<file path="config.mk">
export PLATFORM = sky130hd
export DESIGN_NAME = qau_cordic_cell
export DESIGN_NICKNAME = d
export VERILOG_FILES = /design/src/design/qau_pkg.sv /design/src/design/qau_cordic_cell.sv
export SDC_FILE = /design/constraint.sdc
export NUM_CORES = 1
export LEC_CHECK = 0
export ABC_AREA = 1
export BUFFER_PORTS_ARGS = -buffer_cell sky130_fd_sc_hd__buf_2
export CORE_UTILIZATION = 49
export CTS_CLUSTER_SIZE = 30
export DETAILED_ROUTE_END_ITERATION = 10
export GPL_ROUTABILITY_DRIVEN = 0
export GPL_TIMING_DRIVEN = 0
export PLACE_DENSITY = 0.85
export RECOVER_POWER = 50
export SYNTH_ARGS = -nofsm -noshare
export SYNTH_HDL_FRONTEND = slang
export SYNTH_SLANG_ARGS = --single-unit
</file>
<file path="constraint.sdc">
create_clock -name clk -period 1.8 [get_ports clk]
set_input_delay 0.18 -clock clk [delete_from_list [all_inputs] [get_ports clk]]
set_output_delay 0.18 -clock clk [all_outputs]
set_load 0.01 [all_outputs]
</file>
<file path="src/design/qau_pkg.sv">
// Types and constants of the quadrilateral area unit.
`default_nettype none
package qau_pkg;

  typedef struct packed {
    logic [1:0]  mode;
    logic [15:0] side_a;
    logic [15:0] side_b;
    logic [15:0] side_c;
    logic [15:0] side_d;
    logic [15:0] angle;
  } in_req_t;

  typedef struct packed {
    logic [31:0] area_value;
    logic [1:0]  status;
  } out_res_t;

  localparam logic [1:0] MODE_PGRAM   = 2'd0;
  localparam logic [1:0] MODE_RHOMBUS = 2'd1;
  localparam logic [1:0] MODE_TRAP    = 2'd2;
  localparam logic [1:0] MODE_NONE    = 2'd3;

  localparam logic [1:0] ST_OK    = 2'd0;
  localparam logic [1:0] ST_NONE  = 2'd1;
  localparam logic [1:0] ST_EQUAL = 2'd2;
  localparam logic [1:0] ST_SAT   = 2'd3;

  localparam int AREA_W     = 32;
  localparam int SINE_W     = 31;
  localparam int ROOT_SCALE = 32;
  localparam int CORDIC_W   = 34;
  localparam int ATAN_DEPTH = 24;

  localparam logic signed [CORDIC_W-1:0] CORDIC_GAIN = 34'sd652032874;
  localparam logic [31:0] QUARTER_TURN = 32'h4000_0000;
  localparam logic [31:0] HALF_TURN    = 32'h8000_0000;

  // arctan(2^-i) in 2^32-per-turn units
  localparam logic [31:0] ATAN_TAB [ATAN_DEPTH] = '{
    32'h20000000, 32'h12E4051E, 32'h09FB385B, 32'h051111D4, 32'h028B0D43, 32'h0145D7E1,
    32'h00A2F61E, 32'h00517C55, 32'h0028BE53, 32'h00145F2F, 32'h000A2F98, 32'h000517CC,
    32'h00028BE6, 32'h000145F3, 32'h0000A2F9, 32'h0000517C, 32'h000028BE, 32'h0000145F,
    32'h00000A2F, 32'h00000517, 32'h0000028B, 32'h00000145, 32'h000000A2, 32'h00000051
  };

endpackage
`default_nettype wire

</file>
<file path="src/design/qau_cordic_cell.sv">
// One rotation step of the sine CORDIC chain.
`default_nettype none
module qau_cordic_cell #(
  parameter int STEP = 0,
  parameter int TAGW = 32
) (
  input  wire logic                                   clk,
  input  wire logic signed [qau_pkg::CORDIC_W-1:0]    x_i,
  input  wire logic signed [qau_pkg::CORDIC_W-1:0]    y_i,
  input  wire logic signed [qau_pkg::CORDIC_W-1:0]    z_i,
  input  wire logic        [TAGW-1:0]                 tag_i,
  output logic signed      [qau_pkg::CORDIC_W-1:0]    x_o,
  output logic signed      [qau_pkg::CORDIC_W-1:0]    y_o,
  output logic signed      [qau_pkg::CORDIC_W-1:0]    z_o,
  output logic             [TAGW-1:0]                 tag_o
);

  localparam int CW = qau_pkg::CORDIC_W;

  logic signed [CW-1:0] dx, dy, at;
  logic signed [CW-1:0] x_r, y_r, z_r, x_nxt, y_nxt, z_nxt;
  logic        [TAGW-1:0] tag_r;

  always_comb begin
    dx = y_i >>> STEP;
    dy = x_i >>> STEP;
    at = signed'(CW'(qau_pkg::ATAN_TAB[STEP]));
    if (!z_i[CW-1]) begin
      x_nxt = x_i - dx;
      y_nxt = y_i + dy;
      z_nxt = z_i - at;
    end else begin
      x_nxt = x_i + dx;
      y_nxt = y_i - dy;
      z_nxt = z_i + at;
    end
  end

  always_ff @(posedge clk) begin
    x_r   <= x_nxt;
    y_r   <= y_nxt;
    z_r   <= z_nxt;
    tag_r <= tag_i;
  end

  assign x_o   = x_r;
  assign y_o   = y_r;
  assign z_o   = z_r;
  assign tag_o = tag_r;

endmodule
`default_nettype wire

</file>
# Word level (Yosys, flattened, before mapping)
# Cells that the tools add are included.
# classes
n_addsub	5
n_mux	3
# op_table
operator	count
$mux 34	3
$sub 34x34->34	2
$add 34x31->34 const B	1
$add 34x34->34	1
$sub 34x31->34 const B	1
# totals
ff_bits	134
inputBits	135
out_inout_bits	134
elab_cells	12

# Depth between registers and ports, before layout
# Gate-level depths: netlist of the first run.
# logic_depth
ltp_word	2
mapped_depth	17
mapped_depth_nobuf	16

# Worst setup path after synthesis of the first run
# No wires, ideal clock.
# synth_timing
path_type	input to register
from	in x_i[0] in the netlist's numbering
to	reg y_r[32], in the netlist y_o[32]
setup_ns	0.113
t_arrival_ns	1.611
t_required_ns	1.687
slack_ns	0.076
stages	13
n_path_buf	0
cell_sequence	ha_1 > fa_1 > nand2_1 > nand2_1 > and2_4 > nand3_1 > nand2_1 > nand2_1 > nand2_2 > nand2_1 > nand3_1 > nand3_1 > nand2_1
# synth_via
elab_chain_cells	2
word_cells_on_any_way	3
classes_between	add/sub (2); mux (1)
# synth_rtl
element	line	source
start: declaration	qau_cordic_cell.sv:8	input wire logic signed [qau_pkg::CORDIC_W-1:0] x_i,
$add 34x34->34 or $sub 34x34->34 (tied branches)	qau_cordic_cell.sv:30, qau_cordic_cell.sv:34	
$mux 34 *	qau_cordic_cell.sv:28	if (!z_i[CW-1]) begin
via y_nxt[32]	qau_cordic_cell.sv:21	logic signed [CW-1:0] x_r, y_r, z_r, x_nxt, y_nxt, z_nxt;
end signal: assignment	qau_cordic_cell.sv:41	y_r <= y_nxt;
end: declaration	qau_cordic_cell.sv:21	
# Mark *: on every way through the listed nets, which the timed path passes. The rest lies on a longest branch.

# Worst setup path in the final report of the first run
# layout_timing
from	in x_i[16] in the netlist's numbering
to	reg y_r[29], in the netlist y_o[29]
# Same word-level chain as after synthesis.

==> metrics.txt, run 1 <==
Max-cap violations 0; first-pass GRT wire length 59400 um; Synth Instances 1605; period utilization 0.988; # setup viols final 0; Clock power frac 0.348; clock sink count 133; final core utilization 0.657; Logic pwr share 0.342; switch share 0.368; RSZ-0062 raised after global routing true; slew at the pin closest to its max-slew limit 0.972 ns; Crit Path Max Fanout 8; Rel. slew slack 0.352; Worst path slowest cell a21oi_1; Root Buffer clkbuf_16; FFs w/ async S/R, synth 0; WP data arrival 2.08 ns; Lkg Pwr 7.07 nW; sequential power share 0.310; Final Hold Fails 0; Worst setup EP type register; Initial Util 0.502; top post-synthesis cells by area dfxtp_1 26%, nand2_1 17%, ha_1 13%; post-route cell area 0.0133 mm^2; area leader, netlist dfxtp_1; post-synthesis cell area 0.0102 mm^2; Total Routing Usage GR 0.356; Routed Antenna Nets 0; largest net degree at the start of global routing 17; P_sw 4.05 mW; drt first pass iters 7; Die Span Y 146 um; DP Area 0.0119 mm^2; share of cells above drive strength 1 0.198; total core area 0.0203 mm^2; predominant post-synthesis flop cell dfxtp_1; final wirelength 39300 um; Final min period 1.78 ns; total CTS buffers 17; Buf/Inv on CP 3; # diodes 0; Seq/Total Area, Yosys 0.261; vias in the first global route 11.9k; Via Count 12.6k; Cell variety after synth 40; row count 52; Worst path top cell family by delay compound AO/OA/AOI/OAI gates; DR vias/cell 5.62; Slew Viols, Final 0; maximum clock rate 562 MHz; crit-path most repeated cell nand2_1; status completed; CP required 2.10 ns; # IOs 269; Min-Delay Path Class in2reg; Seq cells post-synth 133; Worst Setup SP x_i[16]; CTS H-tree lvls 4; Mean Syn Cell Area 6.35 um^2; critical path, cell by cell buf_2 > inv_1 > ha_1 > buf_4 > a21oi_1 > o21ai_0 > nand2_1 > nand2_1 > a21oi_1 > nand3_1 > nand3_1 > nand2_1; Worst-path clk slew 0.06 ns; EDFF count, synth 0; top cell type's share of synthesized area 0.261; total gr overflow 0; syn nets 1847; wire length per cell 17.6 um; Synth warnings 0; type of the worst setup path in2reg; slowest stage delay, CP 0.31 ns; layout filler cell count 1791; P&R area growth vs syn 30.8%; initial antenna violation count 0; Nets 2198; hold slack final 0.0320 ns; DRC 0; crit start category input pin; hpwl dp 29700 um; top cells by count, synth 454 x nand2_1, 249 x inv_1, 160 x nand3_1, 133 x dfxtp_1, 117 x nor2_1; Die W 146 um; CTS tree yes; Peak VDD IR 556 uV; top-count cell post-synth nand2_1; Worst Min Path Start z_i[32]; DRT iter0 DRCs 1432; Cell Pwr Density 825 mW/mm^2; die area 0.0214 mm^2; internal power 6.95 mW; CTS max path bufs 2; # port buffers 267
## state kept, by name, summed over array words and instances, names as in the netlist
register / flops
tag_o: 32
y_o: 33
z_o: 34
x_o: 34
## cell usage in the layout, fill, tap and decap left out, drive strengths merged, types with 6 or more instances in the layout
master and count:
nand2 466, inv 255, buf 241, nand3 163, dfxtp 133, nor2 124
a21oi 116, ha 103, clkbuf 92, o21ai 90, dlygate4sd3 62, xor2 26
o21bai 16, nor3 15, nand4 12, a21o 6, o22ai 6
## power groups by stage
stage               Clock (mW)  Sequential (mW)  Combinational [mW]
floorplan                    0             3.66                1.92
global placement             0             3.45                3.31
detailed placement           0             3.47                3.38
CTS                       3.87             3.41                3.51
global route              3.98             3.45                4.05
finish                    3.82             3.41                3.76
## final timing paths
kind | cells past startpoint | to | slack, ns
max | 12 | y_o[29] | 0.02
min | 3 | z_o[33] | 0.03
## metal layers
metal / vias up / wire, um / global-route usage
met4: 2 / 2820 / 0.239
met5: - / 29 / 0
met3: 255 / 4750 / 0.0763
li1: 5781 / - / -
met1: 5561 / 14100 / 0.412
met2: 986 / 17600 / 0.590
## per-stage QoR
stage          setup slack (ns)  TNS (ns)  total power, mW  std cells
2_1_floorplan            0.0756         0             5.59       1605
3_3_place_gp             -0.400    -15.37             6.77       2142
3_5_place_dp             -0.412    -16.55             6.84       2142
4_1_cts                  0.0121         0             10.8       2235
5_1_grt                 -0.0595    -0.307             11.5       2238
6_report                 0.0213         0             11.0       2238
## area by class of cell
| type | instances | area (um^2) | share of cell area |
|---|---|---|---|
| multi-input cells | 1173 | 6560 | 0.492 |
| inverters | 254 | 961 | 0.0720 |
| repair buffers | 332 | 1890 | 0.142 |
| well taps | 270 | 338 | 0.0253 |
| flip-flops and latches | 133 | 2660 | 0.200 |
| plain buffers | 45 | 299 | 0.0224 |
| clock buffers | 18 | 429 | 0.0322 |
| clock inverters | 13 | 199 | 0.0149 |
## repair_timing
item                                    CTS  global route
endpoints found under the setup margin    0            46
hold buffers                             62             0
buffers inserted                          0             3
hold endpoints to repair                 62             0
resized for setup                         0           100
## kinds of logic after synthesis
group | after synthesis | share of synthesized area
AND/OR/NAND/NOR | 793 | 0.328
multiplexers | 2 | 0.00196
flip-flops | 133 | 0.261
XOR/XNOR | 27 | 0.0232
buffers and inverters | 299 | 0.123
adder cells (fa/ha/maj) | 107 | 0.134
AO/OA/AOI/OAI | 244 | 0.128
Note: power is estimated with default switching activity, not from simulation.
==> inputs of run 2 (changes only) <==
- PLACE_DENSITY: 0.85 -> 0.78
==> run 2 against run 1 <==
Wire length is 2.5% lower. Critical path depth did not move. Via count shrank 2.7%. Final cell count stayed put. Non-clock buffer count fell by 1. Clock power is 6.5% lower. Cell area shrank 0.36%. Combinational power shrank 1%. Sequential share of layout area increased by 0.071 points. Largest power group is now combinational cells. Highest routed layer is now met4.
==> metrics.txt, run 2 (same netlist as run 1, synthesis figures left out) <==
Root Buffer clkbuf_16; clock sink count 133 (unchanged); # diodes 0 (unchanged); # IOs 269 (unchanged); row count 52 (unchanged); initial antenna violation count 0 (unchanged); CTS tree yes; Crit Path Max Fanout 8 (unchanged); Worst path top cell family by delay compound AO/OA/AOI/OAI gates; slew at the pin closest to its max-slew limit 0.936 ns (-0.0363 ns); switch share 0.383 (+0.0147); largest net degree at the start of global routing 17 (unchanged); share of cells above drive strength 1 0.192 (-0.00559); internal power 6.59 mW (-5.1%); Rel. slew slack 0.376 (+0.0242); Logic pwr share 0.347 (+0.005); most frequent cells in the layout 444 x nand2_1, 242 x inv_1, 210 x buf_2, 160 x nand3_1, 133 x dfxtp_1; hpwl dp 29300 um (-1.3%); placed cells 2142 (unchanged); DRT iter0 DRCs 1323 (-7.6%); Via Count 12.3k (-2.7%); crit-path most repeated cell nand2_1; wire length per cell 17.1 um (-2.5%); # setup viols final 0 (unchanged); # port buffers 267 (unchanged); total CTS buffers 17 (unchanged); drt first pass iters 6 (-1); P_sw 4.09 mW (+1.0%); die area 0.0214 mm^2 (unchanged); hold slack final 0.0378 ns (+0.00583 ns); Slew Viols, Final 0 (unchanged); total core area 0.0203 mm^2 (unchanged); CP required 2.09 ns (about the same); slowest stage delay, CP 0.28 ns (-0.03 ns); Worst setup EP type register; DRC 0 (unchanged); DR vias/cell 5.47 (-2.7%); critical path, cell by cell buf_2 > inv_1 > ha_1 > buf_4 > a21oi_1 > o21ai_0 > a21oi_1 > nand2_1 > nand2_1 > nand3_1 > nand3_1 > nand2_1; total gr overflow 0 (unchanged); Max-cap violations 0 (unchanged); Worst Setup SP x_i[11]; Clock power frac 0.334 (-0.014); Peak VDD IR 533 uV (-4.1%); Worst-path clk slew 0.07 ns (about the same); Initial Util 0.502 (unchanged); status completed; sequential power share 0.319 (+0.009); Die W 146 um (unchanged); Cell Pwr Density 804 mW/mm^2 (-2.5%); Non-Filler Instances 2238 (unchanged); Die Span Y 146 um (unchanged); commonest non-fill, non-tap cell in the layout nand2_1; WP data arrival 2.03 ns (-0.05 ns); Buf/Inv on CP 3 (unchanged); Final Hold Fails 0 (unchanged); first-pass GRT wire length 58100 um (-2.2%); P&R area growth vs syn 30.3%; maximum clock rate 575 MHz (+2.3%); period utilization 0.966 (-0.0218); Routed Antenna Nets 0 (unchanged); Nets 2197 (-0.045%); CTS max path bufs 2 (unchanged); CTS H-tree lvls 4 (unchanged); Min-Delay Path Class in2reg; vias in the first global route 11.6k (-2.6%); Worst path slowest cell ha_1; Final min period 1.74 ns (-0.0392 ns); crit start category input pin; final wirelength 38300 um (-2.5%); Lkg Pwr 7.04 nW (-0.35%); Worst Min Path Start z_i[30]; RSZ-0062 raised after global routing true; layout filler cell count 1889 (+5.5%); type of the worst setup path in2reg; Total Routing Usage GR 0.348 (-0.00818)
run 2: changes by cell type in the layout (fill, tap and decap cells not counted), sizes merged:
cell / change
bufinv: -3
buf: -3
clkbuf: +1
inv: +5
clkinvlp: -1
clkinv: +1
run 2: power groups by stage:
| stage | Combinational (mW) | Sequential (mW) | Clock (mW) |
|---|---|---|---|
| 2_1_floorplan | 1.92 | 3.66 | 0 |
| 3_3_place_gp | 3.34 | 3.45 | 0 |
| 3_5_place_dp | 3.39 | 3.46 | 0 |
| 4_1_cts | 3.52 | 3.39 | 3.65 |
| 5_1_grt | 4.02 | 3.44 | 3.78 |
| 6_report | 3.71 | 3.41 | 3.57 |
run 2: metal layers:
| layer | share of wire | global-route usage |
|---|---|---|
| met1 | 0.38 | 0.412 |
| met2 | 0.46 | 0.585 |
| met3 | 0.10 | 0.0672 |
| met4 | 0.058 | 0.202 |
| met5 | 0 | 0 |
run 2: what timing repair did:
action,in CTS,in global routing
endpoints found under the setup margin,5,42
cloned,0,0
pin swaps,0,6
hold buffers,62,0
resized for setup,2,89
setup buffers,0,2
hold endpoints to repair,62,0
run 2: cell type report:
class                      count  area, um^2  share of cell area
inverter                     254         963              0.0725
clock buffer                  17         425              0.0320
buffer                        45         309              0.0233
timing repair buffer         331        1880               0.142
clock inverter                15         181              0.0136
sequential                   133        2660               0.200
multi-input combinational   1173        6530               0.491
tap                          270         338              0.0254
run 2: final timing paths:
path / end / slack [ns] / depth (start not counted)
worst min-delay path: z_o[30] / 0.04 / 2
worst max-delay path: y_o[20] / 0.06 / 12
run 2: per-stage QoR:
stage,TNS [ns],power [mW],worst slack [ns],area (um^2),utilization
CTS,0,10.6,0.0178,13100,0.646
global placement,-16.77,6.78,-0.462,11900,0.585
detailed placement,-18.08,6.84,-0.474,11900,0.585
floorplan,0,5.59,0.0756,10200,-
global route,-0.320,11.2,-0.0786,13300,0.655
finish,0,10.7,0.0605,13300,0.655
