## config.mk

```make
export PLATFORM = sky130hd
export DESIGN_NAME = qau_sqrt_cell
export DESIGN_NICKNAME = d
export VERILOG_FILES = /design/src/design/qau_sqrt_cell.sv
export SDC_FILE = /design/constraint.sdc
export NUM_CORES = 1
export LEC_CHECK = 0
export ABC_AREA = 1
export BUFFER_PORTS_ARGS = -buffer_cell sky130_fd_sc_hd__buf_2
export CORE_AREA = 5 5 185 187
export DETAILED_ROUTE_END_ITERATION = 16
export DIE_AREA = 0 0 190 192
export GPL_TIMING_DRIVEN = 0
export HOLD_SLACK_MARGIN = 0.1
export PLACE_DENSITY_LB_ADDON = 0.1
export SYNTH_ARGS = -nofsm -noshare
export SYNTH_HDL_FRONTEND = slang
export SYNTH_SLANG_ARGS = --single-unit
```

## constraint.sdc

```tcl
create_clock -name clk -period 5.9 [get_ports clk]
set_clock_uncertainty 0.15 [all_clocks]
set_input_delay 1.18 -clock clk [delete_from_list [all_inputs] [get_ports clk]]
set_output_delay 1.18 -clock clk [all_outputs]
set_load 0.1 [all_outputs]
```

## src/design/qau_sqrt_cell.sv

```systemverilog
// One result bit of the digit-by-digit square root chain.
`default_nettype none
module qau_sqrt_cell #(
  parameter int NW   = 104,
  parameter int K    = 0,
  parameter int TAGW = 32
) (
  input  wire logic [NW-1:0]   rad_i,
  input  wire logic [NW/2+1:0] rem_i,
  input  wire logic [NW/2-1:0] root_i,
  input  wire logic [TAGW-1:0] tag_i,
  input  wire logic            clk,
  output logic      [NW-1:0]   rad_o,
  output logic      [NW/2+1:0] rem_o,
  output logic      [NW/2-1:0] root_o,
  output logic      [TAGW-1:0] tag_o
);

  localparam int RW  = NW / 2;
  localparam int RMW = RW + 2;

  logic [RMW-1:0]  rem2, trial, rem_r, rem_nxt;
  logic [RW-1:0]   root_r, root_nxt;
  logic [NW-1:0]   rad_r;
  logic [TAGW-1:0] tag_r;
  logic            ge;

  always_comb begin
    // remainder stays below 2^(K+1), so its top two bits are free here
    rem2     = {rem_i[RMW-3:0], rad_i[NW-1-2*K -: 2]};
    trial    = {root_i, 2'b01};
    ge       = rem2 >= trial;
    rem_nxt  = ge ? rem2 - trial : rem2;
    root_nxt = {root_i[RW-2:0], ge};
  end

  always_ff @(posedge clk) begin
    rad_r  <= rad_i;
    rem_r  <= rem_nxt;
    root_r <= root_nxt;
    tag_r  <= tag_i;
  end

  assign rad_o  = rad_r;
  assign rem_o  = rem_r;
  assign root_o = root_r;
  assign tag_o  = tag_r;

endmodule
`default_nettype wire

```

=== Yosys cells after proc, flatten, opt, wreduce, memory -nomap -nowiden ===
Index checks and enable logic that the tools add are counted.

* Add/subtract/negate cells: 1
* Order comparisons: 1
* Mux-type cells: 1

{| class="wikitable"
|+ Operators with widths
! cell !! count
|-
| greater-or-equal comparator 54 bit || 1
|-
| 2-to-1 mux 54 bit || 1
|-
| subtractor 54 bit || 1
|}

* Register bits after elaboration: 242
* Bits of input ports: 243
* Output and inout bits: 242
* Logic and storage cells: 7

=== Logic depth before layout (Yosys ltp) ===
Gate-level depths: netlist of the first run.

* Word-level depth: 2
* Depth in mapped cells: 16
* Gate-level depth less buffers: 16

=== Worst setup path after synthesis of the first run ===
Ideal clock, no wire load.

* Path type: input port to flip-flop
* Start: input root_i[22]
* End: register rem_r[14] (netlist: rem_o[14])
* Setup time: 0.116 ns
* Arrival: 2.752 ns
* Setup slack: 2.882 ns
* Stages: 15
* Cell sequence: inv_1 ha_1 nand2_1 inv_1 nand2_1 nand2_1 nand2_1 nand2_1 nand2_1 nand2_1 a21oi_4 nand3_4 buf_4 nand2_1 o21ai_1

* Longest elaborated chain between the ends: 2

{| class="wikitable"
|+ RTL lines
! element !! RTL line !! RTL
|-
| from (decl) || 10 || <nowiki>input wire logic [NW/2-1:0] root_i,</nowiki>
|-
| greater-or-equal comparator 54 bit || 32 || <nowiki>ge = rem2 >= trial;</nowiki>
|-
| 2-to-1 mux 54 bit || 33 || <nowiki>rem_nxt = ge ? rem2 - trial : rem2;</nowiki>
|-
| via rem_nxt[14] || 22 || <nowiki>logic [RMW-1:0] rem2, trial, rem_r, rem_nxt;</nowiki>
|-
| to (signal assigned) || 39 || <nowiki>rem_r <= rem_nxt;</nowiki>
|-
| to (decl) || 22 ||
|}

The timed path passes the listed nets, and every way through them passes these cells.

=== Worst setup path in the final report of the first run ===
* Start: input root_i[19]
* End: register rem_r[44] (netlist: rem_o[44])

* Longest elaborated chain between the ends: 2
* Elaborated cells on any way between the ends: 3
* Classes of those cells: add/sub: 1; order compare: 1; mux: 1

{| class="wikitable"
|+ RTL lines
! element !! RTL line !! RTL
|-
| greater-or-equal comparator 54 bit || 32 ||
|-
| via ge || 26 || <nowiki>logic ge;</nowiki>
|-
| 2-to-1 mux 54 bit || 33 ||
|-
| via rem_nxt[44] || 22 ||
|}

The timed path passes the listed nets, and every way through them passes these cells.

==> results of run 1 <==
[worst paths after layout]
path	to	slack, ns	depth (start not counted)
max	rem_o[44]$_DFF_P_	2.40	13
min	rad_o[97]$_DFF_P_	0.58	1
[flip-flops by register name, indices dropped and copies added (netlist names)]
name    cells
rem_o      54
root_o     52
tag_o      32
rad_o     104
[layout make-up]
| cell class | count | area (um^2) |
|---|---|---|
| Antenna cell | 5 | 12.51 |
| Buffer | 14 | 101.3 |
| Clock buffer | 36 | 739.5 |
| Clock inverter | 10 | 143.9 |
| Fill cell | 3520 | 17700 |
| Inverter | 359 | 1348 |
| Multi-Input combinational cell | 915 | 4437 |
| Sequential cell | 242 | 4845 |
| Tap cell | 442 | 553.0 |
| Timing Repair Buffer | 482 | 2412 |
[logic make-up (layout without fill, tap and decap cells)]
kind of cell	after synthesis	after routing	share of synthesized area, %
buf+inv	373	901	13.50
compound gates	68	68	3.347
flops	242	242	45.15
fa+ha+maj	54	54	6.297
other cells	0	5	0
xor+xnor	28	28	2.285
simple gates	765	765	29.42
[worst max-delay path, cell delays in order]
cell and delay [ns]:
buf_2 0.10, inv_1 0.04, ha_1 0.34, nand2_1 0.12, nor2_1 0.25, and2_1 0.26
nand3_1 0.10, nand3b_1 0.26, nand2_2 0.33, nand3_4 0.33, buf_6 0.23, nand3_1 0.16
nand2_1 0.09
[cells in the final DEF, fill, tap and decap left out, types with 3 or more instances in the layout]
master      Yosys  layout
clkbuf_8        0       3
clkbuf_16       0      27
clkinvlp_4      0       3
clkbuf_1        6      12
buf_6           5       5
buf_4           3       3
nand3_1        62      62
o21ai_1        27      27
inv_1         348     348
inv_2          10      10
nand3b_1       13      13
nand2_1       541     541
buf_2           0     482
xor2_1         27      27
ha_1           54      54
bufinv_16       0       3
nand4_1        37      37
o21ai_0         6       6
nor2_1         91      91
nor3_1         10      10
a21oi_1        31      31
dfxtp_1       242     242
inv_6           0       3
diode_2         0       5
[layer usage]
metal | track usage, % | vias to the layer above
met5 | 0 | -
met4 | 6.316 | 4
met3 | 4.798 | 63
met2 | 38.51 | 375
met1 | 26.26 | 4808
li1 | - | 5587
[synth_stat cells, drive strengths merged]
| cell | number |
|---|---|
| xnor2 | 1 |
| nand2 | 543 |
| inv | 358 |
| nor3 | 11 |
| nor2 | 94 |
| dfxtp | 242 |
| nand3b | 13 |
| xor2 | 27 |
| nor3b | 1 |
| o21bai | 2 |
| buf | 8 |
| or2 | 1 |
| a21oi | 32 |
| clkbuf | 6 |
| nand3 | 63 |
| ha | 54 |
| o21ai | 33 |
| and2 | 2 |
| a21o | 1 |
| clkinv | 1 |
| nand4 | 37 |
[where the power goes]
part	switching, mW	leakage [nW]	internal, mW	total [mW]
Combinational	1.52	6.11	0.342	1.87
Clock	0.650	0.422	1.01	1.66
Sequential	0.0315	2.04	1.77	1.80
[per-stage QoR]
step | setup WS [ns] | utilization [%] | instances | hold WS (ns)
after floorplan | 2.882 | - | 1530 | 1.058
after global placement | 1.828 | 42.42 | 2454 | 1.132
after detailed placement | 1.861 | 42.42 | 2454 | 1.134
after CTS | 2.420 | 45.15 | 2500 | 0.5584
after global routing | 2.253 | 45.19 | 2505 | 0.5607
final | 2.399 | 45.19 | 2505 | 0.5841
==> out/summary.md, run 1 <==
## Yosys
* **largest cells by area after synthesis** dfxtp_1 45%, nand2_1 19%, inv_1 12%
* **post-synthesis average cell area** 7.013 um^2
* **Distinct cells, synth** 30
* **fraction of the yosys area taken by sequential cells** 45.15%
* **post-synthesis register bit count** 242
* **synthesized netlist net count** 1,827
* **synthesized instance count** 1,530
* **yosys synthesis warning count** 0
* **area fraction of the dominant cell type after synthesis** 45.15%
* **dominant cell type by area after synthesis** dfxtp_1
* **area of the mapped netlist** 10,730 um^2

## Power
* **worst supply voltage drop on vdd** 0.2378 mV
* **leakage power total** 8.569 nW
* **power per unit of standard cell area** 365.3 nW/um^2
* **overall power** 5.331 mW

## Placed design
* **Detail Placement HPWL** 35.33 mm
* **Routability Congestion** 0.9570
* **buffers added on ports** 482
* **total cell area at the placement stage** 13,700 um^2

## Clock tree
* **CTS Root Buffer Type** clkbuf_16
* **buffers from clock root to sink, at most** 3
* **CTS HTree Levels** 1
* **number of buffers added for setup after CTS** 0
* **Clock Sinks** 242
* **Hold-fix buffers, CTS** 0
* **clock transition time at the flip-flop clock pins of the worst setup and hold paths** 0.06 ns
* **total clock buffers created by CTS** 27
* **TritonCTS clock tree** done
* **Post-CTS Resized** 0

## Detailed routing
* **TritonRoute pass-1 iters** 5
* **antenna viol nets, final** 0
* **mean number of vias per cell** 4.326
* **Post-Route M1 WL** 17.09 mm
* **met3 layer wire length in the routed design** 3.119 mm
* **max layer used** met5
* **amount of wire on met2 after detailed routing** 20.10 mm
* **final routed wirelength across all metal layers** 41.25 mm
* **WL/cell** 16.47 um
* **total vias in the final route** 10,837
* **DRC** 0
* **Iter 0 DRT Violations** 452

## Layout
* **Area Growth Syn to Fin** 35.98%
* **summed area of non-filler cells in the final layout** 14,590 um^2
* **layout cells sized above 1** 26.72%
* **Final nets** 2,338

## STA
* **slew at the pin closest to its max-slew limit** 0.5674 ns
* **count of final setup violators** 0
* **RSZ-0062 raised after global routing** false
* **achievable clock frequency** 285.7 MHz
* **Period minus WS final** 3.501 ns
* **count of final max-slew check failures** 0
* **share of the cycle needed by the critical path after routing** 59.33%
* **number of hold-slack violations in the final timing report** 0
* **Slew headroom** 62.43%
* **summed negative setup slack over all endpoints** 0 ns

## Critical path
* **data required time at the worst endpoint** 6.22 ns
* **Setup Crit Path Kind** in -> reg
* **Worst setup startpoint** root_i[19]
* **critical path endpoint category** flip-flop
* **biggest fanout along the worst timing path** 10
* **nature of the critical path startpoint** input port
* **critical path arrival** 3.82 ns

## Worst hold path
* **Hold Path Class** in -> reg
* **Min-Delay Startpoint** rad_i[97]

## Floorplanning
* **core footprint** 32,290 um^2
* **horizontal die dimension** 190 um
* **initial core utilization** 33.23%
* **io pins** 485
* **Die Area** 36,480 um^2
* **Die Y-Extent** 192 um
* **Site Rows** 66

## GRT
* **residual overflow from global routing** 0
* **wire length of the first global-routing pass** 60.76 mm
* **via count of the first global-routing pass** 10,967
* **antenna violations before repair** 7
* **pin count of the biggest net entering global routing** 14
* **all-layer global routing usage** 21.65%

## Flow run
* **number of maximum-capacitance violations** 0

## Status
* **outcome** finished, final reports clean

No activity file was read; power rests on OpenSTA's default activity.
==> run 2: changes to the inputs <==
--- a/config.mk
+++ b/config.mk
@@ -7,9 +7,9 @@
 export LEC_CHECK = 0
 export ABC_AREA = 1
 export BUFFER_PORTS_ARGS = -buffer_cell sky130_fd_sc_hd__buf_2
-export CORE_AREA = 5 5 185 187
+export CORE_AREA = 5 5 184 186
 export DETAILED_ROUTE_END_ITERATION = 16
-export DIE_AREA = 0 0 190 192
+export DIE_AREA = 0 0 189 191
 export GPL_TIMING_DRIVEN = 0
 export HOLD_SLACK_MARGIN = 0.1
 export PLACE_DENSITY_LB_ADDON = 0.1
==> constraint.sdc (replaced) <==
create_clock -name clk -period 3.1 [get_ports clk]
set_clock_uncertainty 0.15 [all_clocks]
set_input_delay 0.62 -clock clk [delete_from_list [all_inputs] [get_ports clk]]
set_output_delay 0.62 -clock clk [all_outputs]
set_load 0.1 [all_outputs]
==> run 2 against run 1 <==
Against the previous run: cell area increased by 13%; critical path depth is 3 higher; worst hold slack worse by 0.45 ns; clock-buffer cell count rose by 1; worst setup slack got worse by 2.2 ns; via count increased by 8.4%; clock power grew 96%; global-route usage up 1.8 points; sequential power rose by 91%; cell count grew 6.1%; wire length is 8.0% higher; critical path type unchanged; largest cell class unchanged.
==> out/summary.md, run 2 (synthesis gave the netlist of run 1 again) <==
## Layout
* **flip-flop count of the largest register after layout** 104
* **most frequent cells in the layout** 541 x nand2_1, 482 x buf_2, 348 x inv_1, 242 x dfxtp_1, 186 x dlygate4sd3_1
* **Final nets** 2,523
* **commonest non-fill, non-tap cell in the layout** nand2_1
* **summed area of non-filler cells in the final layout** 16,450 um^2
* **layout cells sized above 1** 24.62%
* **Area Growth Syn to Fin** 53.28%

## Critical path
* **combined buffer and inverter count along the critical path** 4
* **standard cell with the maximum stage delay on the critical path** a21oi_4
* **slowest cell delay on critical path** 0.49 ns
* **data required time at the worst endpoint** 3.38 ns
* **cell chain of the critical path** buf_2 > inv_1 > ha_1 > nand2_1 > inv_1 > nand2_1 > nand2_1 > nand2_1 > nand2_1 > nand2_1 > nand2_1 > a21oi_4 > nand3_4 > buf_6 > nand3_1 > nand2_1
* **cell family with the largest share of critical-path delay** simple AND/OR/NAND/NOR gates
* **dominant cell type by count on the critical path** nand2_1
* **Setup Crit Path Kind** in -> reg
* **critical path endpoint category** flip-flop
* **biggest fanout along the worst timing path** 10
* **critical path arrival** 3.16 ns
* **nature of the critical path startpoint** input port

## Flow run
* **number of maximum-capacitance violations** 0

## Floorplanning
* **initial core utilization** 33.40%
* **Die Y-Extent** 191 um
* **Die Area** 36,100 um^2
* **Site Rows** 66
* **horizontal die dimension** 189 um
* **core footprint** 32,120 um^2
* **io pins** 485

## Detailed routing
* **WL/cell** 16.76 um
* **total vias in the final route** 11,749
* **TritonRoute pass-1 iters** 5
* **antenna viol nets, final** 0
* **Iter 0 DRT Violations** 472
* **DRC** 0
* **mean number of vias per cell** 4.419
* **final routed wirelength across all metal layers** 44.56 mm

## Placed design
* **Detail Placement HPWL** 35.23 mm
* **buffers added on ports** 482
* **total cell area at the placement stage** 13,650 um^2
* **worst slack at placement** -0.3814 ns
* **Routability Congestion** 0.9355

## STA
* **count of final max-slew check failures** 0
* **number of hold-slack violations in the final timing report** 0
* **share of the cycle needed by the critical path after routing** 92.91%
* **Period minus WS final** 2.880 ns
* **tightest hold margin** 0.1331 ns
* **achievable clock frequency** 347.2 MHz
* **slew at the pin closest to its max-slew limit** 0.5575 ns
* **RSZ-0062 raised after global routing** false
* **count of final setup violators** 0
* **final critical-path setup slack** 0.2196 ns
* **Slew headroom** 63.09%

## GRT
* **pin count of the biggest net entering global routing** 15
* **via count of the first global-routing pass** 11,954
* **wire length of the first global-routing pass** 66.16 mm
* **all-layer global routing usage** 23.50%
* **residual overflow from global routing** 0
* **antenna violations before repair** 8

## Clock tree
* **clock transition time at the flip-flop clock pins of the worst setup and hold paths** 0.06 ns
* **number of buffers added for setup after CTS** 0
* **buffers from clock root to sink, at most** 3
* **Clock Sinks** 242
* **TritonCTS clock tree** done
* **CTS Root Buffer Type** clkbuf_16
* **total clock buffers created by CTS** 26
* **CTS HTree Levels** 1

## Power
* **part of the total power dissipated in sequential elements** 32.9%
* **power per unit of standard cell area** 636.0 nW/um^2
* **overall power** 10.46 mW
* **leakage power total** 9.379 nW
* **sw power** 4.313 mW
* **switching fraction of total power** 41.23%
* **proportion of power drawn by the clock network** 31.2%
* **worst supply voltage drop on vdd** 0.5538 mV
* **Power Internal** 6.147 mW
* **Comb pwr share** 35.9%

## Worst hold path
* **Hold Path Class** in -> reg

## Status
* **outcome** finished, final reports clean

## run 2: changes by cell type in the layout (fill, tap and decap cells not counted), sizes merged
cell / previous run / this run
clkinv: 2 / 5
dlygate4sd3: 0 / 186
clkbuf: 42 / 43
inv: 361 / 359
## run 2: timing repair
item / in CTS / in global routing
gates resized for setup: 0 / 1
endpoints found under the setup margin: 0 / 1
hold endpoints to repair: 186 / 0
hold buffers: 186 / 0
## run 2: final timing paths
kind	cells past startpoint	slack [ns]	from	end
setup / recovery	16	0.22	root_i[23]	rem_o[44]$_DFF_P_
hold / removal	1	0.13	rad_i[102]	rad_o[102]$_DFF_P_
## run 2: power groups by stage
stage                     Combinational, mW  Sequential [mW]  Clock (mW)
after CTS                              3.77             3.43        3.35
after detailed placement               3.57             3.50           0
after global placement                 3.57             3.50           0
final                                  3.76             3.44        3.26
after global routing                   3.97             3.46        3.51
after floorplan                       0.840             5.42           0
## run 2: layout make-up
type / count / area, um^2
Fill cell: 3191 / 15680
Sequential cell: 242 / 4845
Multi-Input combinational cell: 915 / 4442
Timing Repair Buffer: 668 / 4274
Inverter: 359 / 1348
Clock buffer: 37 / 763.2
Tap cell: 408 / 510.5
Clock inverter: 11 / 151.4
Buffer: 14 / 101.3
Antenna cell: 5 / 12.51
## run 2: metrics by stage
step / setup TNS, ns / util [%] / instances
6_report: 0 / 51.20 / 2659
5_1_grt: 0 / 51.20 / 2659
4_1_cts: 0 / 51.15 / 2654
3_5_place_dp: -14.85 / 42.50 / 2420
3_3_place_gp: -16.45 / 42.50 / 2420
2_1_floorplan: 0 / - / 1530
## run 2: metal layers
metal  global-route usage (%)  share of wire [%]  vias up
li1                         -                  -     5958
met1                    28.06                 41     5298
met2                    41.85                 48      408
met3                    5.058                6.9       83
met4                    8.184                3.6        2
met5                        0              0.029        -
