$ cat src/design/qau_pkg.sv
// Types and constants of the quadrilateral area unit.
`default_nettype none
package qau_pkg;

  typedef struct packed {
    logic [1:0]  mode;
    logic [15:0] side_a;
    logic [15:0] side_b;
    logic [15:0] side_c;
    logic [15:0] side_d;
    logic [15:0] angle;
  } in_req_t;

  typedef struct packed {
    logic [31:0] area_value;
    logic [1:0]  status;
  } out_res_t;

  localparam logic [1:0] MODE_PGRAM   = 2'd0;
  localparam logic [1:0] MODE_RHOMBUS = 2'd1;
  localparam logic [1:0] MODE_TRAP    = 2'd2;
  localparam logic [1:0] MODE_NONE    = 2'd3;

  localparam logic [1:0] ST_OK    = 2'd0;
  localparam logic [1:0] ST_NONE  = 2'd1;
  localparam logic [1:0] ST_EQUAL = 2'd2;
  localparam logic [1:0] ST_SAT   = 2'd3;

  localparam int AREA_W     = 32;
  localparam int SINE_W     = 31;
  localparam int ROOT_SCALE = 32;
  localparam int CORDIC_W   = 34;
  localparam int ATAN_DEPTH = 24;

  localparam logic signed [CORDIC_W-1:0] CORDIC_GAIN = 34'sd652032874;
  localparam logic [31:0] QUARTER_TURN = 32'h4000_0000;
  localparam logic [31:0] HALF_TURN    = 32'h8000_0000;

  // arctan(2^-i) in 2^32-per-turn units
  localparam logic [31:0] ATAN_TAB [ATAN_DEPTH] = '{
    32'h20000000, 32'h12E4051E, 32'h09FB385B, 32'h051111D4, 32'h028B0D43, 32'h0145D7E1,
    32'h00A2F61E, 32'h00517C55, 32'h0028BE53, 32'h00145F2F, 32'h000A2F98, 32'h000517CC,
    32'h00028BE6, 32'h000145F3, 32'h0000A2F9, 32'h0000517C, 32'h000028BE, 32'h0000145F,
    32'h00000A2F, 32'h00000517, 32'h0000028B, 32'h00000145, 32'h000000A2, 32'h00000051
  };

endpackage
`default_nettype wire

$ cat src/design/qau_div_cell.sv
// One quotient bit of the restoring divider chain.
`default_nettype none
module qau_div_cell #(
  parameter int DW   = 16,
  parameter int K    = 0,
  parameter int TAGW = 1
) (
  input  wire logic                          clk,
  input  wire logic [qau_pkg::AREA_W-1:0]    dvd_i,
  input  wire logic [DW-1:0]                 dvs_i,
  input  wire logic [DW-1:0]                 rem_i,
  input  wire logic [qau_pkg::AREA_W-1:0]    quo_i,
  input  wire logic [TAGW-1:0]               tag_i,
  output logic      [qau_pkg::AREA_W-1:0]    dvd_o,
  output logic      [DW-1:0]                 dvs_o,
  output logic      [DW-1:0]                 rem_o,
  output logic      [qau_pkg::AREA_W-1:0]    quo_o,
  output logic      [TAGW-1:0]               tag_o
);

  localparam int QW = qau_pkg::AREA_W;

  logic [DW:0]     rem2, diff;
  logic            ge;
  logic [DW-1:0]   rem_r, rem_nxt, dvs_r;
  logic [QW-1:0]   quo_r, quo_nxt, dvd_r;
  logic [TAGW-1:0] tag_r;

  always_comb begin
    rem2    = {rem_i, dvd_i[QW-1-K]};
    diff    = rem2 - {1'b0, dvs_i};
    ge      = rem2 >= {1'b0, dvs_i};
    rem_nxt = ge ? diff[DW-1:0] : rem2[DW-1:0];
    quo_nxt = {quo_i[QW-2:0], ge};
  end

  always_ff @(posedge clk) begin
    dvd_r <= dvd_i;
    dvs_r <= dvs_i;
    rem_r <= rem_nxt;
    quo_r <= quo_nxt;
    tag_r <= tag_i;
  end

  assign dvd_o = dvd_r;
  assign dvs_o = dvs_r;
  assign rem_o = rem_r;
  assign quo_o = quo_r;
  assign tag_o = tag_r;

endmodule
`default_nettype wire

$ cat config.mk
export PLATFORM = sky130hd
export DESIGN_NAME = qau_div_cell
export DESIGN_NICKNAME = d
export VERILOG_FILES = /design/src/design/qau_pkg.sv /design/src/design/qau_div_cell.sv
export SDC_FILE = /design/constraint.sdc
export NUM_CORES = 1
export LEC_CHECK = 0
export ABC_AREA = 1
export BUFFER_PORTS_ARGS = -buffer_cell sky130_fd_sc_hd__buf_2
export CAP_MARGIN = 20
export CORE_MARGIN = 4
export CORE_UTILIZATION = 45
export DETAILED_ROUTE_END_ITERATION = 12
export PLACE_DENSITY_LB_ADDON = 0.08
export SLEW_MARGIN = 30
export SYNTH_ARGS = -nofsm -noshare
export SYNTH_HDL_FRONTEND = slang
export SYNTH_SLANG_ARGS = --single-unit
$ cat constraint.sdc
create_clock -name clk -period 3.5 [get_ports clk]
set_clock_uncertainty 0.2 [all_clocks]
set_input_delay 0.7 -clock clk [delete_from_list [all_inputs] [get_ports clk]]
set_output_delay 0.7 -clock clk [all_outputs]
set_load 0.03 [all_outputs]
# Word-level counts from Yosys, hierarchy flattened
# Index checks and enable logic that the tools add are counted.
# word_totals
latchBits,0
mem_bits_ro,0
register_bits,97
memories,0
ramBits,0
word_cells,8
out_inout_bits,97
in_bits,98
# classes
n_mux,1
addsub,1
div_mod_pow,0
shift,0
reduce_logical,0
n_lt_le_gt_ge,1
eq_ne,0
multipliers,0
bitwise_logic,0
# ops
cell,n
>= comparator 17 x 16 -> 1 bit,1
two-way mux 16 bit,1
subtractor 16 bit,1

# Longest topological paths before layout
# Gate-level depths: netlist (run 1).
# logic_depth
word_depth,2
depth_mapped,14
depth_no_buf,13

# Worst setup path after synthesis (run 1)
# No wires, ideal clock.
# synth_timing
kind,in2reg
start,input dvs_i[3]
end,"register rem_r[12], in the netlist rem_o[12]"
setup_ps,113
arrival_time_ps,1933
slack_ps,1254
stages,14
n_path_buf,2
required_time_ps,3187
path_cell_list,inv_1 > ha_1 > nand2_1 > inv_1 > nand2_1 > nand2_1 > nand2_1 > nand3_2 > nand2_1 > nand2_2 > buf_6 > buf_12 > nand3_1 > nand2_1
# synth_between
elab_chain_cells,2
elab_cells_between_ends,3
classes_between,add/sub (1); order compare (1); mux (1)
# synth_lines
element,line,text
from (decl),qau_div_cell.sv:10,"input wire logic [DW-1:0] dvs_i,"
>= comparator 17 x 16 -> 1 bit,qau_div_cell.sv:32,"ge = rem2 >= {1'b0, dvs_i};"
named net ge,qau_div_cell.sv:24,logic ge;
two-way mux 16 bit,qau_div_cell.sv:33,rem_nxt = ge ? diff[DW-1:0] : rem2[DW-1:0];
named net rem_nxt[12],qau_div_cell.sv:25,"logic [DW-1:0] rem_r, rem_nxt, dvs_r;"
to (signal assigned),qau_div_cell.sv:40,rem_r <= rem_nxt;
to (decl),qau_div_cell.sv:25,
# The timed path passes the listed nets, and every way through them passes these cells.

# Worst setup path after layout (run 1)
# layout_timing
start,input dvs_i[14]
end,"register rem_r[14], in the netlist rem_o[14]"
# layout_between
elab_chain_cells,2
elab_cells_between_ends,3
classes_between,add/sub (1); order compare (1); mux (1)
# layout_lines
element,line
subtractor 16 bit / >= comparator 17 x 16 -> 1 bit (equally long branches),"qau_div_cell.sv:31, qau_div_cell.sv:32"
two-way mux 16 bit *,qau_div_cell.sv:33
named net rem_nxt[14],qau_div_cell.sv:25
# Mark *: on every way through the listed nets, which the timed path passes. The rest lies on a longest branch.

==> metrics.md, run 1 <==
| Metric | Value |
|---|---|
| Initial antenna violation count | 0 |
| YS warnings | 0 |
| Longest Clk Path Bufs | 2 |
| P_int | 1.86 mW |
| Cts hold-fix bufs | 0 |
| PostCTS Resize Cnt | 0 |
| Top area cells in the synthesized netlist | dfxtp_1, nand2_1, inv_1, ha_1, nand3_1 |
| Worst-path clk slew | 0.09 ns |
| CP Max Fanout | 14 |
| DRC viols | 0 |
| Fin util | 66.0% |
| Worst Hold Class | in2reg |
| Sequential cell area fraction in the yosys report | 59.6% |
| Vias per std cell | 4.31 |
| Max Slew Vio Count | 0 |
| WL met2 | 4390 um |
| Gate power share | 20.5% |
| RSZ-0062 raised after global routing | false |
| Period utilization | 65.4% |
| Crit path capture type | flop |
| Final #Nets | 683 |
| Hold Path Depth | 1 |
| Routability cong. | 0.829 |
| Share of layout cells above drive strength 1 | 37.9% |
| Peak VDD IR | 0.256 mV |
| Setup TNS | 0 ns |
| CORE AREA | 6910 um2 |
| EDFF count, synth | 0 |
| Worst-Margin Slew | 0.497 ns |
| Dpl ws | 0.842 ns |
| Worst Path Required | 3.59 ns |
| Worst stage delay on the critical path | 0.37 ns |
| Top Layer Used | met4 |
| Clock power share | 33.3% |
| Non-Filler Instances | 669 |
| Routed vias | 2882 |
| Critical Path Slowest Stage Cell | inv_1 |
| Placed wire-length estimate | 7130 um |
| Grt ovf | 0 |
| Postcts setup bufs | 0 |
| Die area | 8670 um2 |
| Crit-path cells | buf_2 > inv_1 > ha_1 > a21oi_1 > nor2_1 > nor2_1 > nand2_1 > nor2_1 > nand2_2 > inv_1 > nand2_1 > nand2_1 |
| Placed instance count | 653 |
| Levels on crit path | 12 |
| M1 WL | 3350 um |
| Multi-input logic area | 1050 um2 |
| Synth top cells by count | nand2_1, dfxtp_1, inv_1 |
| Worst Path Buf+Inv | 3 |
| First-pass GRT wire length | 13600 um |
| DRT Wirelength | 8570 um |
| Initial core utilization | 47.2% |
| Avg Inst Size Synth | 8.91 um2 |
| Psw | 0.752 mW |
| Max Clock Freq | 437 MHz |
| Count leader, synth | nand2_1 |
| Cell variety after synth | 22 |
| Layout area overhead | 39.9% |
| Total GRT Usage | 19.9% |
| Pin count of the biggest net entering global routing | 20 |
| Final ANT Viol Nets | 0 |
| Synthesized instance count | 366 |
| Violation count after the first detailed-route iteration | 92 |
| Top-area cell type share of the netlist area | 59.6% |
| Final setup margin | 1.21 ns |
| Worst EP arrival | 2.38 ns |
| Async set-reset flop share out of synthesis | 0% |
| Total clock buffers created by CTS | 9 |
| Most used DFF post-synth | dfxtp_1 |
| Tot Pwr | 2.61 mW |
| IO Port Bufs | 193 |
| Leakage | 2.61 nW |
| Total iterations of the first detailed-routing run | 4 |
| Hold endpoint | quo_o[7]$_DFF_P_ |
| Final Hold Viols | 0 |
| Antenna Cells | 0 |
| Min cycle time layout | 2.29 ns |
| Cell area after synthesis | 3260 um2 |
| Net Sw Frac | 28.8% |
| Top Family by Delay on Critical Path | simple AND/OR/NAND/NOR gates |
| Fillers | 639 |
| TritonCTS clock tree | built |
| Max Cap Viol | 0 |
| Wire per inst | 12.8 um |
| H-Tree Depth | 3 |
| Area leader, netlist | dfxtp_1 |
| CP Launch Type | input pin |
| WL met3 | 709 um |
| # IOs | 195 |
| Status | completed |
| Flop pwr share | 46.1% |
| FP Rows | 30 |
| Die Ht | 93.1 um |
| Worst slew margin | 66.8% |
| Vias in the first global route | 2819 |
| Hold Path Origin | quo_i[6] |
| Mapped Nets | 481 |
| Pwr per Cell Area | 573 nW/um2 |
| Sink Count | 97 |
| Critical path class | in2reg |
| FF/Latch Area | 1940 um2 |
| Die Wd | 93.1 um |
| #FFs+latches synth | 97 |
| CTS Root Cell | clkbuf_8 |
| Final setup fails | 0 |
cell type report:
| cell class | instances | share of cell area (%) |
|---|---|---|
| inverters | 60 | 4.94 |
| repair buffers | 194 | 21.3 |
| well taps | 96 | 2.63 |
| multi-input cells | 206 | 23.0 |
| clock buffers | 11 | 3.10 |
| flip-flops and latches | 97 | 42.6 |
| clock inverters | 5 | 2.36 |
flip-flops by register name, summed over array words and instances (netlist names):
| register | cells |
|---|---|
| quo_o | 32 |
| tag_o | 1 |
| dvd_o | 32 |
| dvs_o | 16 |
| rem_o | 16 |
per-stage QoR:
step | hold slack [ns] | area, um2
finish | 0.237 | 4560
global route | 0.215 | 4560
CTS | 0.213 | 4560
detailed placement | 0.604 | 4310
global placement | 0.602 | 4310
floorplan | 0.528 | 3260
worst max-delay path by stage:
stage | start | to | slack, ns
2_1_floorplan | dvs_i[3] | rem_o[12]$_DFF_P_ | 1.25
3_3_place_gp | dvs_i[8] | rem_o[15]$_DFF_P_ | 0.87
3_5_place_dp | dvs_i[14] | rem_o[15]$_DFF_P_ | 0.84
4_1_cts | dvs_i[14] | rem_o[14]$_DFF_P_ | 1.21
5_1_grt | dvs_i[14] | rem_o[12]$_DFF_P_ | 0.97
6_report | dvs_i[14] | rem_o[14]$_DFF_P_ | 1.21
power by group through the flow:
| stage | sequential, mW | combinational [mW] | clock, mW |
|---|---|---|---|
| after floorplan | 1.41 | 0.182 | 0 |
| after global placement | 1.23 | 0.536 | 0 |
| after detailed placement | 1.23 | 0.541 | 0 |
| after CTS | 1.21 | 0.543 | 0.892 |
| after global routing | 1.22 | 0.589 | 0.938 |
| final | 1.21 | 0.536 | 0.872 |
routing by layer:
layer	global-route usage (%)	vias up
met5	0	-
met4	6.72	0
met3	5.79	10
met2	37.4	121
met1	21.1	1235
li1	-	1516
logic make-up after synthesis:
family          Yosys count  share of synthesized area (%)
simple gates            171                           21.9
flops                    97                           59.6
buf+inv                  63                           8.21
fa+ha+maj                17                           6.75
compound gates           12                           1.92
xor+xnor                  6                           1.61
layout by cell type (no fill, tap or decap), types with 2 or more instances in the layout:
master,instances
a21oi_1,9
and2_1,2
buf_2,193
bufinv_16,3
clkbuf_8,10
dfxtp_1,97
ha_1,16
inv_1,60
inv_6,2
nand2_1,120
nand2_2,2
nand3_1,17
nand3_2,2
nand3b_1,2
nand4_1,4
nor2_1,16
nor2_2,3
nor3_1,2
o21ai_0,2
xor2_1,5
Note: power is estimated with default switching activity, not from simulation.
==> run 2: changes to the inputs <==
--- a/config.mk
+++ b/config.mk
@@ -9,7 +9,7 @@
 export BUFFER_PORTS_ARGS = -buffer_cell sky130_fd_sc_hd__buf_2
 export CAP_MARGIN = 20
 export CORE_MARGIN = 4
-export CORE_UTILIZATION = 45
+export CORE_UTILIZATION = 43
 export DETAILED_ROUTE_END_ITERATION = 12
 export PLACE_DENSITY_LB_ADDON = 0.08
 export SLEW_MARGIN = 30
==> constraint.sdc (replaced) <==
create_clock -name clk -period 2.4 [get_ports clk]
set_clock_uncertainty 0.2 [all_clocks]
set_input_delay 0.48 -clock clk [delete_from_list [all_inputs] [get_ports clk]]
set_output_delay 0.48 -clock clk [all_outputs]
set_load 0.03 [all_outputs]
==> run 2 against run 1 <==
  * Worst setup slack got worse by 0.85 ns
  * Largest power group unchanged
  * Routed wire length up 20%
  * Sequential power up 45%
  * Cell count increased by 10%
  * Power grew 44%
  * Flip-flop and latch count unchanged
==> metrics.md, run 2 (synthesis gave the netlist of run 1 again) <==
| Metric | Value |
|---|---|
| Status | completed |
| Dpl ws | -0.0304 ns (-0.873 ns) |
| Pwr per Cell Area | 727 nW/um2 (+27%) |
| Antenna Cells | 0 (unchanged) |
| CP Launch Type | input pin |
| Worst stage delay on the critical path | 0.37 ns (about the same) |
| Vias per std cell | 4.38 (+1.6%) |
| Final ANT Viol Nets | 0 (unchanged) |
| Hold Path Origin | dvs_i[9] |
| Top Family by Delay on Critical Path | simple AND/OR/NAND/NOR gates |
| Postcts setup bufs | 0 (unchanged) |
| TritonCTS clock tree | built |
| Worst-path clk slew | 0.10 ns (about the same) |
| Crit-path cells | buf_2 > inv_1 > ha_1 > nand2_2 > inv_1 > nand2_1 > nand2_1 > inv_1 > nand3_2 > nand2_1 > nand2_2 > inv_1 > nand2_1 > nand2_1 |
| RSZ-0062 raised after global routing | false |
| Final setup fails | 0 (unchanged) |
| Die Ht | 95.1 um (+2.1%) |
| Net Sw Frac | 31.8% (+3.0 points) |
| Initial antenna violation count | 0 (unchanged) |
| Total iterations of the first detailed-routing run | 4 (unchanged) |
| Max Clock Freq | 491 MHz |
| Grt ovf | 0 (unchanged) |
| Cts hold-fix bufs | 40 (+40) |
| # IOs | 195 (unchanged) |
| Final setup margin | 0.363 ns (-0.846 ns) |
| Total GRT Usage | 21.2% (+1.3 points) |
| Initial core utilization | 44.5% (-2.7 points) |
| Die area | 9040 um2 (+4.3%) |
| FP Rows | 31 (+3.3%) |
| Final Hold Viols | 0 (unchanged) |
| Worst EP arrival | 2.14 ns (-0.24 ns) |
| Layout area overhead | 59.1% |
| Max Slew Vio Count | 0 (unchanged) |
| Critical path class | in2reg |
| Worst slew margin | 67.2% (+0.33 points) |
| DRC viols | 0 (unchanged) |
| CTS Root Cell | clkbuf_8 |
| Clock power share | 29.9% (-3.4 points) |
| Commonest non-fill, non-tap cell in the layout | buf_2 |
| Critical Path Slowest Stage Cell | inv_1 |
| Critical path's most frequent cell | nand2_1 |
| DRT Wirelength | 10300 um (+20%) |
| Most frequent cells in the layout | buf_2, nand2_1, dfxtp_1 |
| Die Wd | 95.1 um (+2.1%) |
| Vias in the first global route | 3050 (+8.2%) |
| Routed vias | 3231 (+12%) |
| Share of layout cells above drive strength 1 | 34.4% (-3.4 points) |
| Longest Clk Path Bufs | 2 (unchanged) |
| Setup TNS | 0 ns (unchanged) |
| Hold Path Depth | 1 (unchanged) |
| Wire per inst | 13.9 um (+8.6%) |
| Pin count of the biggest net entering global routing | 20 (unchanged) |
| Max Cap Viol | 0 (unchanged) |
| Min cycle time layout | 2.04 ns |
| First-pass GRT wire length | 14600 um (+7.3%) |
| Flop pwr share | 46.8% (+0.7 points) |
| Leakage | 2.88 nW (+10%) |
| Peak VDD IR | 0.367 mV (+44%) |
| Routability cong. | 0.808 (-2.6%) |
| Placed instance count | 658 (+0.77%) |
| Worst Path Required | 2.50 ns (-1.09 ns) |
| Period utilization | 84.9% |
| IO Port Bufs | 193 (unchanged) |
| Worst Hold Class | in2reg |
| Placed wire-length estimate | 7110 um (-0.39%) |
| Violation count after the first detailed-route iteration | 67 (-27%) |
| Worst-Margin Slew | 0.492 ns (-0.00491 ns) |
| CP Max Fanout | 14 (unchanged) |
| Hold endpoint | dvs_o[9]$_DFF_P_ |
| Psw | 1.20 mW (+59%) |
| Crit path capture type | flop |
| Sink Count | 97 (unchanged) |
| Worst Path Buf+Inv | 5 (+2) |
| CORE AREA | 7330 um2 (+6.1%) |
| H-Tree Depth | 3 (unchanged) |
| Gate power share | 23.4% (+2.9 points) |
| PostCTS Resize Cnt | 0 (unchanged) |
| Final #Nets | 749 (+9.7%) |
| P_int | 2.57 mW (+38%) |
| CP startpoint | dvs_i[8] |
| Total clock buffers created by CTS | 9 (unchanged) |
| Non-Filler Instances | 738 (+10%) |
[run 2: changes by cell type in the layout (fill, tap and decap cells not counted), moves of 2 or more]
| cell | previous run | this run |
|---|---|---|
| buf_4 | 1 | 3 |
| inv_6 | 2 | 0 |
| dlygate4sd3_1 | 0 | 64 |
| inv_8 | 0 | 4 |
| bufinv_16 | 3 | 1 |
| clkinv_4 | 0 | 2 |
[run 2: worst max path at each step]
stage                         to  slack (ns)  cells after the start
2_1_floorplan  rem_o[12]$_DFF_P_        0.37                     14
3_3_place_gp    rem_o[9]$_DFF_P_      -0.003                     14
3_5_place_dp   rem_o[13]$_DFF_P_       -0.03                     14
4_1_cts        rem_o[13]$_DFF_P_        0.35                     14
5_1_grt         rem_o[7]$_DFF_P_        0.13                     14
6_report       rem_o[13]$_DFF_P_        0.36                     14
[run 2: final cells by class]
cell class	count	area, um2
Timing Repair Buffer	260	1630
Sequential cell	97	1940
Clock inverter	7	92.6
Multi-Input combinational cell	206	1050
Fill cell	569	2140
Tap cell	99	124
Clock buffer	9	124
Inverter	60	225
[run 2: per-layer routing]
metal	up-vias	part of all wire [%]	global-route usage, %
li1	1645	-	-
met5	-	0	0
met1	1432	38	21.8
met2	125	52	38.7
met3	29	6.9	7.81
met4	0	3.3	8.29
[run 2: power by group through the flow]
stage | Combinational, mW | Sequential, mW | Clock, mW
finish | 0.881 | 1.76 | 1.13
global route | 0.964 | 1.77 | 1.23
CTS | 0.848 | 1.76 | 1.16
detailed placement | 0.794 | 1.80 | 0
global placement | 0.788 | 1.79 | 0
floorplan | 0.265 | 2.06 | 0
[run 2: through the flow]
step / power (mW) / util (%) / cell area, um2 / hold WS (ns)
2_1_floorplan: 2.33 / - / 3260 / 0.308
5_1_grt: 3.97 / 70.8 / 5190 / 0.0000565
3_3_place_gp: 2.58 / 59.1 / 4330 / 0.382
6_report: 3.77 / 70.8 / 5190 / 0.0294
3_5_place_dp: 2.59 / 59.1 / 4330 / 0.384
4_1_cts: 3.77 / 67.5 / 4950 / 0.0000681
==> run 3: changes to the inputs <==
==> constraint.sdc (replaced) <==
create_clock -name clk -period 1.9 [get_ports clk]
set_clock_uncertainty 0.2 [all_clocks]
set_input_delay 0.38 -clock clk [delete_from_list [all_inputs] [get_ports clk]]
set_output_delay 0.38 -clock clk [all_outputs]
set_load 0.03 [all_outputs]
==> run 3 against run 2 <==
  * Global-route usage is 4.5 points higher
  * Flip-flop and latch count stayed put
  * Routed wire length is 13% higher
  * Hold slack worse by 0.0028 ns
  * Highest routed layer unchanged
==> metrics.md, run 3 (synthesis gave the netlist of run 1 again) <==
| Metric | Value |
|---|---|
| Pwr per Cell Area | 844 nW/um2 (+16%) |
| TritonCTS clock tree | built |
| Worst EP arrival | 1.83 ns (-0.31 ns) |
| Fin util | 77.7% (+6.9 points) |
| # IOs | 195 (unchanged) |
| Vias per std cell | 4.36 (-0.44%) |
| Crit path capture type | flop |
| Worst Path Required | 1.95 ns (-0.55 ns) |
| RSZ-0062 raised after global routing | false |
| Total iterations of the first detailed-routing run | 5 (+1) |
| Critical path class | in2reg |
| Die area | 9040 um2 (unchanged) |
| Peak VDD IR | 0.441 mV (+20%) |
| Violation count after the first detailed-route iteration | 96 (+43%) |
| Period utilization | 93.4% |
| Final Cell Area | 5690 um2 (+9.7%) |
| Max Clock Freq | 563 MHz |
| Worst-path clk slew | 0.10 ns (about the same) |
| CTS Root Cell | clkbuf_8 |
| Placed wire-length estimate | 7570 um (+6.5%) |
| Min cycle time layout | 1.77 ns |
| Setup TNS | 0 ns (unchanged) |
| Antenna Cells | 0 (unchanged) |
| Final setup fails | 0 (unchanged) |
| Layout area overhead | 74.6% |
| Worst slew margin | 82.8% (+16 points) |
| Critical Path Slowest Stage Cell | ha_1 |
| DRT Wirelength | 11600 um (+13%) |
| Critical path's most frequent cell | nor2_1 |
| Postcts setup bufs | 0 (unchanged) |
| H-Tree Depth | 3 (unchanged) |
| First-pass GRT wire length | 17300 um (+19%) |
| DRC viols | 0 (unchanged) |
| Wire per inst | 14.6 um (+5.1%) |
| Routed vias | 3452 (+6.8%) |
| Leakage | 3.12 nW (+8.3%) |
| Cell area after placement | 4700 um2 (+8.5%) |
| Die Ht | 95.1 um (unchanged) |
| Initial core utilization | 44.5% (unchanged) |
| Sink Count | 97 (unchanged) |
| CP Launch Type | input pin |
| Initial antenna violation count | 0 (unchanged) |
| Worst stage delay on the critical path | 0.34 ns (-0.03 ns) |
| Max Cap Viol | 0 (unchanged) |
| Most frequent cells in the layout | buf_2, nand2_1, dfxtp_1 |
| Longest Clk Path Bufs | 2 (unchanged) |
| Share of layout cells above drive strength 1 | 38.5% (+4.1 points) |
| CP Max Fanout | 5 (-9) |
| Commonest non-fill, non-tap cell in the layout | buf_2 |
| Pin count of the biggest net entering global routing | 20 (unchanged) |
| IO Port Bufs | 193 (unchanged) |
| Status | completed |
| Final ANT Viol Nets | 0 (unchanged) |
| Total GRT Usage | 25.7% (+4.5 points) |
| Routability cong. | 0.885 (+9.6%) |
| Top Family by Delay on Critical Path | simple AND/OR/NAND/NOR gates |
| Worst Hold Class | in2reg |
| Vias in the first global route | 3560 (+17%) |
| CORE AREA | 7330 um2 (unchanged) |
| Final #Nets | 803 (+7.2%) |
| Worst Path Buf+Inv | 3 (-2) |
| Total clock buffers created by CTS | 9 (unchanged) |
| Die Wd | 95.1 um (unchanged) |
| Final Hold Viols | 0 (unchanged) |
| FP Rows | 31 (unchanged) |
| Worst-Margin Slew | 0.258 ns (-0.234 ns) |
| Final hold slack | 0.0266 ns (-0.00284 ns) |
| Tot Pwr | 4.81 mW (+28%) |
| Max Slew Vio Count | 0 (unchanged) |
| Crit-path cells | buf_2 > inv_1 > ha_1 > a21oi_2 > nor2_1 > nor2_1 > nand2_1 > nor2_1 > nand2_2 > buf_4 > nand3_1 > nand2_1 |
| Grt ovf | 0 (unchanged) |
run 3: cell types whose count changed in the layout (fill, tap and decap cells not counted), moves of 5 or more:
cell / previous run / this run
ha_4: 0 / 5
buf_4: 3 / 40
dlygate4sd3_1: 64 / 80
ha_1: 16 / 11
run 3: metrics by stage:
| stage | cells | setup slack [ns] |
|---|---|---|
| after floorplan | 366 | 0.00278 |
| after global placement | 696 | -0.242 |
| after detailed placement | 696 | -0.277 |
| after CTS | 792 | 0.0920 |
| after global routing | 792 | 0.00172 |
| final | 792 | 0.125 |
run 3: area by class of cell:
cell class / count / area [um2]
timing repair buffer: 314 / 2090
clock inverter: 7 / 67.6
fill: 495 / 1640
clock buffer: 9 / 124
multi-input combinational: 206 / 1120
tap: 99 / 124
sequential: 97 / 1940
inverter: 60 / 225
run 3: timing repair:
action                                 4_1_cts  5_1_grt
hold buffers                                80        0
setup endpoints to repair                    0       12
resized for setup                            0        3
endpoints found under the hold margin       80        0
run 3: metal layers:
| layer | GRT usage, % | part of all wire [%] |
|---|---|---|
| met1 | 27.1 | 38 |
| met2 | 47.6 | 52 |
| met3 | 6.55 | 6.9 |
| met4 | 11.4 | 3.3 |
| met5 | 0 | 0 |
run 3: final timing paths:
check	startpoint	slack, ns	endpoint	cells past startpoint
worst max-delay path	dvs_i[14]	0.13	rem_o[12]$_DFF_P_	12
worst min-delay path	rem_i[1]	0.03	rem_o[2]$_DFF_P_	3
run 3: tightest hold or removal path: stages:
cell and delay (ns):
buf_2 0.09, nand2_1 0.05, nand2_1 0.04
run 3: power by group:
group	total, mW	internal, mW	switching (mW)	leakage [nW]
logic	1.29	0.536	0.755	2.20
registers	2.23	2.19	0.0425	0.818
clock network	1.28	0.513	0.771	0.0958
total	4.81	3.24	1.57	3.12
